$ cat src/hw/rtl/bdlp_pkg.sv
package bdlp_pkg;

   localparam int NUM_BUTTONS_DEF = 6;
   localparam int COUNT_WIDTH_DEF = 16;

   localparam int PIN_W       = 6;
   localparam int MS_W        = 8;
   localparam int BTN_W       = 3;
   localparam int KIND_W      = 2;
   localparam int CFG_MS_W    = 16;
   localparam int CSR_DATA_W  = 16;
   localparam int CSR_INDEX_W = 2;

   localparam logic [CSR_INDEX_W-1:0] REG_PRESSED_LEVEL = CSR_INDEX_W'(0);
   localparam logic [CSR_INDEX_W-1:0] REG_DEBOUNCE_MS   = CSR_INDEX_W'(1);
   localparam logic [CSR_INDEX_W-1:0] REG_LONG_PRESS_MS = CSR_INDEX_W'(2);

   localparam logic                RST_PRESSED_LEVEL = 1'b0;
   localparam logic [CFG_MS_W-1:0] RST_DEBOUNCE_MS   = CFG_MS_W'(50);
   localparam logic [CFG_MS_W-1:0] RST_LONG_PRESS_MS = CFG_MS_W'(1000);

   typedef enum logic [KIND_W-1:0] {
      KIND_NONE  = 2'd0,
      KIND_PRESS = 2'd1,
      KIND_LONG  = 2'd2
   } bdlp_kind_type;

   typedef struct packed {
      logic                pressed_level;
      logic [CFG_MS_W-1:0] debounce_ms;
      logic [CFG_MS_W-1:0] long_press_ms;
   } bdlp_cfg_type;

   typedef struct packed {
      logic press;
      logic long_press;
   } bdlp_event_type;

endpackage

$ cat src/hw/rtl/bdlp_csr.sv
module bdlp_csr (
   input  logic                               clock,
   input  logic                               reset,
   input  logic                               csr_write_en,
   input  logic [bdlp_pkg::CSR_INDEX_W-1:0]   csr_index,
   input  logic [bdlp_pkg::CSR_DATA_W-1:0]    csr_data,
   output bdlp_pkg::bdlp_cfg_type             cfg
);
   import bdlp_pkg::*;

   bdlp_cfg_type cfg_ff;
   bdlp_cfg_type cfg_in;

   always_comb begin
      cfg_in = cfg_ff;
      if (csr_write_en) begin
         case (csr_index)
            REG_PRESSED_LEVEL: cfg_in.pressed_level = csr_data[0];
            REG_DEBOUNCE_MS:   cfg_in.debounce_ms   = csr_data[CFG_MS_W-1:0];
            REG_LONG_PRESS_MS: cfg_in.long_press_ms = csr_data[CFG_MS_W-1:0];
            default:           cfg_in = cfg_ff;
         endcase
      end
   end

   always_ff @(posedge clock) begin
      if (reset) begin
         cfg_ff.pressed_level <= RST_PRESSED_LEVEL;
         cfg_ff.debounce_ms   <= RST_DEBOUNCE_MS;
         cfg_ff.long_press_ms <= RST_LONG_PRESS_MS;
      end else begin
         cfg_ff <= cfg_in;
      end
   end

   assign cfg = cfg_ff;

endmodule

$ cat src/hw/rtl/bdlp_button.sv
module bdlp_button #(
   parameter int COUNT_WIDTH = bdlp_pkg::COUNT_WIDTH_DEF
) (
   input  logic                          clock,
   input  logic                          reset,
   input  logic                          step,
   input  logic                          pin,
   input  logic [bdlp_pkg::MS_W-1:0]     ms,
   input  bdlp_pkg::bdlp_cfg_type        cfg,
   output bdlp_pkg::bdlp_event_type      event_out
);
   import bdlp_pkg::*;

   localparam int CMP_W = (COUNT_WIDTH > CFG_MS_W) ? COUNT_WIDTH : CFG_MS_W;

   logic                   last_raw_ff, last_raw_in;
   logic                   stable_ff, stable_in;
   logic                   long_sent_ff, long_sent_in;
   logic [COUNT_WIDTH-1:0] quiet_ff, quiet_in;
   logic [COUNT_WIDTH-1:0] hold_ff, hold_in;

   logic                   raw;
   logic [COUNT_WIDTH:0]   hold_sum;
   logic [COUNT_WIDTH:0]   quiet_sum;
   logic [COUNT_WIDTH-1:0] hold_sat;
   logic [COUNT_WIDTH-1:0] quiet_sat;
   bdlp_event_type         ev;

   assign raw       = (pin == cfg.pressed_level);
   assign hold_sum  = {1'b0, hold_ff} + (COUNT_WIDTH+1)'(ms);
   assign quiet_sum = {1'b0, quiet_ff} + (COUNT_WIDTH+1)'(ms);
   // counters stick at all ones instead of wrapping
   assign hold_sat  = hold_sum[COUNT_WIDTH] ? '1 : hold_sum[COUNT_WIDTH-1:0];
   assign quiet_sat = quiet_sum[COUNT_WIDTH] ? '1 : quiet_sum[COUNT_WIDTH-1:0];

   always_comb begin
      last_raw_in  = raw;
      quiet_in     = (raw != last_raw_ff) ? '0 : quiet_sat;
      hold_in      = hold_sat;
      stable_in    = stable_ff;
      long_sent_in = long_sent_ff;
      ev           = '0;
      if (CMP_W'(quiet_in) >= CMP_W'(cfg.debounce_ms)) begin
         if (raw != stable_ff) begin
            stable_in = raw;
            if (raw) begin
               hold_in      = '0;
               long_sent_in = 1'b0;
               ev.press     = 1'b1;
            end
         end else if (raw && !long_sent_ff &&
                      CMP_W'(hold_sat) >= CMP_W'(cfg.long_press_ms)) begin
            long_sent_in  = 1'b1;
            ev.long_press = 1'b1;
         end
      end
   end

   always_ff @(posedge clock) begin
      if (reset) begin
         last_raw_ff  <= 1'b0;
         stable_ff    <= 1'b0;
         long_sent_ff <= 1'b0;
         quiet_ff     <= '0;
         hold_ff      <= '0;
      end else if (step) begin
         last_raw_ff  <= last_raw_in;
         stable_ff    <= stable_in;
         long_sent_ff <= long_sent_in;
         quiet_ff     <= quiet_in;
         hold_ff      <= hold_in;
      end
   end

   assign event_out = ev;

   a_press_sets_stable: assert property (@(posedge clock) disable iff (reset)
      (step && ev.press) |=> (stable_ff && !long_sent_ff && hold_ff == '0))
      else $error("press did not leave the button stably pressed");

   a_long_once: assert property (@(posedge clock) disable iff (reset)
      (step && ev.long_press) |=> (long_sent_ff && stable_ff))
      else $error("long press not recorded");

   a_long_needs_stable: assert property (@(posedge clock) disable iff (reset)
      ev.long_press |-> (stable_ff && !long_sent_ff && !ev.press))
      else $error("long press without a held stable press");

endmodule

$ cat src/hw/rtl/button_debounce_long_press_top.sv
// channel   direction  handshake                 payload
// req       in         req_valid / req_stall     req_pin_levels, req_ms_elapsed
// rsp       out        rsp_valid / rsp_stall     rsp_event_button, rsp_event_kind
// csr       in         csr_write_en              csr_index, csr_data
//
// one request per cycle sustained while the result is not stalled; an accepted request passes through
// request register, then per-button counters and the event pick, then result register
// reset is synchronous and clears all button state and restores register defaults
// a stalled result holds; one more request is taken into the request register meanwhile
module button_debounce_long_press_top #(
   parameter int NUM_BUTTONS = bdlp_pkg::NUM_BUTTONS_DEF,
   parameter int COUNT_WIDTH = bdlp_pkg::COUNT_WIDTH_DEF
) (
   input  logic                               clock,
   input  logic                               reset,
   input  logic                               req_valid,
   output logic                               req_stall,
   input  logic [bdlp_pkg::PIN_W-1:0]         req_pin_levels,
   input  logic [bdlp_pkg::MS_W-1:0]          req_ms_elapsed,
   output logic                               rsp_valid,
   input  logic                               rsp_stall,
   output logic [bdlp_pkg::BTN_W-1:0]         rsp_event_button,
   output logic [bdlp_pkg::KIND_W-1:0]        rsp_event_kind,
   input  logic                               csr_write_en,
   input  logic [bdlp_pkg::CSR_INDEX_W-1:0]   csr_index,
   input  logic [bdlp_pkg::CSR_DATA_W-1:0]    csr_data
);
   import bdlp_pkg::*;

   bdlp_cfg_type   cfg;
   bdlp_event_type events [NUM_BUTTONS];

   logic             s1_valid_ff, s1_valid_in;
   logic [PIN_W-1:0] s1_pins_ff;
   logic [MS_W-1:0]  s1_ms_ff;

   logic               rsp_valid_ff, rsp_valid_in;
   logic [BTN_W-1:0]   rsp_button_ff, sel_button;
   bdlp_kind_type      rsp_kind_ff, sel_kind;

   logic out_ready;
   logic step;
   logic req_take;

   assign out_ready = !rsp_valid_ff || !rsp_stall;
   assign step      = s1_valid_ff && out_ready;
   assign req_stall = s1_valid_ff && !out_ready;
   assign req_take  = req_valid && !req_stall;

   bdlp_csr u_csr (
      .clock        (clock),
      .reset        (reset),
      .csr_write_en (csr_write_en),
      .csr_index    (csr_index),
      .csr_data     (csr_data),
      .cfg          (cfg)
   );

   for (genvar g = 0; g < NUM_BUTTONS; g++) begin : g_btn
      logic pin;
      if (g < PIN_W) begin : g_pin
         assign pin = s1_pins_ff[g];
      end else begin : g_nopin
         assign pin = 1'b0;
      end
      bdlp_button #(.COUNT_WIDTH(COUNT_WIDTH)) u_button (
         .clock     (clock),
         .reset     (reset),
         .step      (step),
         .pin       (pin),
         .ms        (s1_ms_ff),
         .cfg       (cfg),
         .event_out (events[g])
      );
   end

   // highest index with an event wins
   always_comb begin
      sel_button = '0;
      sel_kind   = KIND_NONE;
      for (int i = 0; i < NUM_BUTTONS; i++) begin
         if (events[i].press) begin
            sel_button = BTN_W'(i + 1);
            sel_kind   = KIND_PRESS;
         end else if (events[i].long_press) begin
            sel_button = BTN_W'(i + 1);
            sel_kind   = KIND_LONG;
         end
      end
   end

   always_comb begin
      s1_valid_in = s1_valid_ff;
      if (req_take) begin
         s1_valid_in = 1'b1;
      end else if (step) begin
         s1_valid_in = 1'b0;
      end
      rsp_valid_in = out_ready ? s1_valid_ff : rsp_valid_ff;
   end

   always_ff @(posedge clock) begin
      if (reset) begin
         s1_valid_ff  <= 1'b0;
         rsp_valid_ff <= 1'b0;
      end else begin
         s1_valid_ff  <= s1_valid_in;
         rsp_valid_ff <= rsp_valid_in;
      end
   end

   always_ff @(posedge clock) begin
      if (req_take) begin
         s1_pins_ff <= req_pin_levels;
         s1_ms_ff   <= req_ms_elapsed;
      end
      if (step) begin
         rsp_button_ff <= sel_button;
         rsp_kind_ff   <= sel_kind;
      end
   end

   assign rsp_valid        = rsp_valid_ff;
   assign rsp_event_button = rsp_button_ff;
   assign rsp_event_kind   = rsp_kind_ff;

   a_none_pairs: assert property (@(posedge clock) disable iff (reset)
      rsp_valid_ff |-> ((rsp_kind_ff == KIND_NONE) == (rsp_button_ff == '0)))
      else $error("event button and kind disagree");

   a_step_fills_rsp: assert property (@(posedge clock) disable iff (reset)
      step |=> rsp_valid_ff)
      else $error("processed request lost before the result register");

   a_held_request: assert property (@(posedge clock) disable iff (reset)
      (s1_valid_ff && !out_ready) |=> (s1_valid_ff && $stable(s1_pins_ff)
                                       && $stable(s1_ms_ff)))
      else $error("waiting request dropped or changed");

endmodule
$ cat config.mk
export PLATFORM = sky130hd
export DESIGN_NAME = button_debounce_long_press_top
export DESIGN_NICKNAME = d
export VERILOG_FILES = /design/src/hw/rtl/bdlp_pkg.sv /design/src/hw/rtl/bdlp_csr.sv /design/src/hw/rtl/bdlp_button.sv /design/src/hw/rtl/button_debounce_long_press_top.sv
export SDC_FILE = /design/constraint.sdc
export NUM_CORES = 1
export LEC_CHECK = 0
export BUFFER_PORTS_ARGS = -buffer_cell sky130_fd_sc_hd__buf_2
export CAP_MARGIN = 5
export CORE_MARGIN = 4
export CORE_UTILIZATION = 65
export DETAILED_ROUTE_END_ITERATION = 8
export PLACE_DENSITY = 0.86
export RECOVER_POWER = 25
export SYNTH_ARGS = -nofsm -noshare
export SYNTH_HDL_FRONTEND = slang
export SYNTH_SLANG_ARGS = --single-unit
$ cat constraint.sdc
create_clock -name clock -period 6.6 [get_ports clock]
set_input_delay 1.32 -clock clock [delete_from_list [all_inputs] [get_ports clock]]
set_output_delay 1.32 -clock clock [all_outputs]
set_load 0.02 [all_outputs]
==> results.tsv <==
metric	value	unit
status	complete, but fails checks	
failing checks	capacitance limit, slew limit	
I/O pins	44	
vias after detailed routing	20509	
CTS tree	built	
via-per-instance ratio	6.75	
worst min-delay path category	reg -> reg	
Root Driver	clkbuf_16	
fin area	22600	um2
Seq/Total Area, Yosys	0.261	
post_cts resized	0	
Routed Antenna Nets	0	
final worst-path cycle share	0.870	
final setup TNS	0	ns
Synth Instances	2603	
first-pass GRT wire length	100000	um
flops & latches, synth	264	
Core Rows	65	
Nets	2960	
WS Path Type	reg -> reg	
H-tree levels	1	
post-DR wirelength/cell	20.8	um
CP endpoint kind	flop	
Period minus WS final	5.74	ns
Final Setup Violations	0	
top cells by count, synth	ha_1 (300), a21oi_1 (293), nand2_1 (281)	
cell with the most instances after synthesis	ha_1	
initial antenna violation count	0	
fin. max-slew vios	123	
synth warn	0	
worst skew pair latency	0.60	ns
synthesized area	21000	um2
Setup Buffers After CTS	0	
WL final	63100	um
syn_area_per_cell	8.06	um2
clk buf depth	3	
n_diodes	0	
leakage power total	9.70	nW
element type at the critical path start	flop	
clk sinks	264	
GPL Wtd Cong	0.998	
GRT Util Overall	0.344	
fillers	2428	
MaxCap Viol Count	2	
largest net degree at the start of global routing	77	
max_slew headroom	-0.915	
# DRC	0	
Area Growth Syn to Fin	7.84	%
Power Density	213	nW/um2
Area contributors post-synth	dfxtp_1 (23%), ha_1 (18%), a21oi_1 (7.0%), nand2_1 (5.0%), nor2_1 (3.9%)	
min setup slack post-route	0.860	ns
initial core utilization	0.661	
gr ovfl total	0	
IO buf count	43	
overall die width	188	um
Req. time, crit path	6.95	ns
Die ar.	35200	um2
Num CTS Buffers	31	
share of the synthesized area in the top cell type	0.234	
drt first pass iters	6	
crit path DAT	6.09	ns
crit path max fanout	12	
count of cell types in the netlist	98	
vias in the first global route	19575	
prevailing post-synth register cell	dfxtp_1	
core outline area	31700	um2
Worst Clk Skew	0.0248	ns
worst slew pin tran	2.87	ns
Reg clk slew, reported paths	0.06	ns
Max IR drop VDD	228	uV
Hold Vio Cnt, Final	0	
DIE HEIGHT	188	um
hpwl dp	44100	um
number of flops mapped to enable cells by yosys	19	
f_max	0.174	GHz
layout cell share with drive strength beyond 1	0.0657	
Synth area leader	dfxtp_1	
Final Core Density	0.713	
DP Area	21500	um2
worst slack, placed	1.12	ns
fraction of registers with async set/reset	0	
Synth Net Count	2952	
Post-CTS Hold Buffers	0	
RSZ-0062 raised after global routing	no	
Detailed Route Iter0 Violations	2134	
==> cell families after synthesis <==
kind of cell,Yosys count,share of synthesized area
fa+ha+maj,312,0.190
buf+inv,201,0.0381
compound gates,844,0.262
mux,13,0.00632
xor+xnor,121,0.0520
flops,264,0.261
simple gates,848,0.190
==> per-layer routing <==
metal,vias up,global-route usage,wire (um),part of all wire
li1,9568,-,-,-
met1,9564,0.454,25300,0.40
met2,1121,0.550,27800,0.44
met3,256,0.0542,6610,0.10
met4,0,0.172,3460,0.055
met5,-,0,0,0
==> sequential cells by signal (all words and copies together) (netlist names) <==
register                     flops
g_btn.u_button.hold_ff          96
g_btn.u_button.quiet_ff         96
u_csr.cfg                       33
s1_ms_ff                         8
g_btn.u_button.last_raw_ff       6
g_btn.u_button.long_sent_ff      6
g_btn.u_button.stable_ff         6
s1_pins_ff                       6
rsp_event_button                 3
rsp_event_kind                   2
rsp_valid                        1
s1_valid_ff                      1
==> metrics by stage <==
stage               power (mW)  hold slack (ns)  cells
floorplan                 2.55            0.426   2603
finish                    4.81            0.453   3037
detailed placement        2.85            0.446   2980
global route              5.01            0.468   3037
global placement          2.79            0.440   2980
CTS                       4.80            0.456   3037
==> critical path: stages (launching register included) <==
cell and delay [ns]:
edfxtp_1 0.94, ha_1 0.32, inv_1 0.07, fa_1 0.41, nor2b_1 0.15, o21ai_1 0.10, a21boi_1 0.22, o21ai_1 0.19
a211oi_4 0.40, and3_1 0.49, a21oi_1 0.11, a21oi_1 0.24, ha_1 0.17, and3_1 0.15, o21ai_0 0.09, a21o_1 0.19
o21ai_1 0.52, nand2_1 0.46, nand3_1 0.21, a21oi_1 0.08
==> cells in the final DEF, fill, tap and decap left out, types with 47 or more instances in the layout <==
cell	n
a21o_1	61
inv_1	112
xnor2_1	84
nor2_1	218
nand2_1	281
a21oi_1	293
a31oi_1	48
nor3_1	53
and3_1	47
dfxtp_1	245
ha_1	300
o21ai_0	144
nand3_1	65
==> where the power goes <==
part           internal [mW]  total (mW)  switching [mW]
sequential              1.68        1.74          0.0592
combinational          0.415        1.12           0.706
clock                   1.22        1.96           0.735
total                   3.31        4.81            1.50
==> worst paths after layout <==
kind | start | end | slack (ns) | cells past startpoint
hold / removal | g_btn[2].u_button.quiet_ff[0]$_SDFFE_PP0P_ | g_btn[2].u_button.quiet_ff[0]$_SDFFE_PP0P_ | 0.45 | 2
hold reg to reg | g_btn[2].u_button.quiet_ff[0]$_SDFFE_PP0P_ | g_btn[2].u_button.quiet_ff[0]$_SDFFE_PP0P_ | 0.45 | 2
setup / recovery | s1_ms_ff[0]$_DFFE_PP_ | g_btn[3].u_button.hold_ff[14]$_SDFFE_PP0P_ | 0.86 | 19
setup reg to reg | s1_ms_ff[0]$_DFFE_PP_ | g_btn[3].u_button.hold_ff[14]$_SDFFE_PP0P_ | 0.86 | 19
==> layout make-up <==
type                            count  area (um2)  share of cell area
Multi-Input combinational cell   2138       14700               0.651
Sequential cell                   264        5480               0.242
Clock buffer                       39         856              0.0378
Tap cell                          402         503              0.0222
Inverter                          113         425              0.0188
Timing Repair Buffer               63         349              0.0154
Clock inverter                     18         297              0.0131
Power figures use the tool's default switching activity.
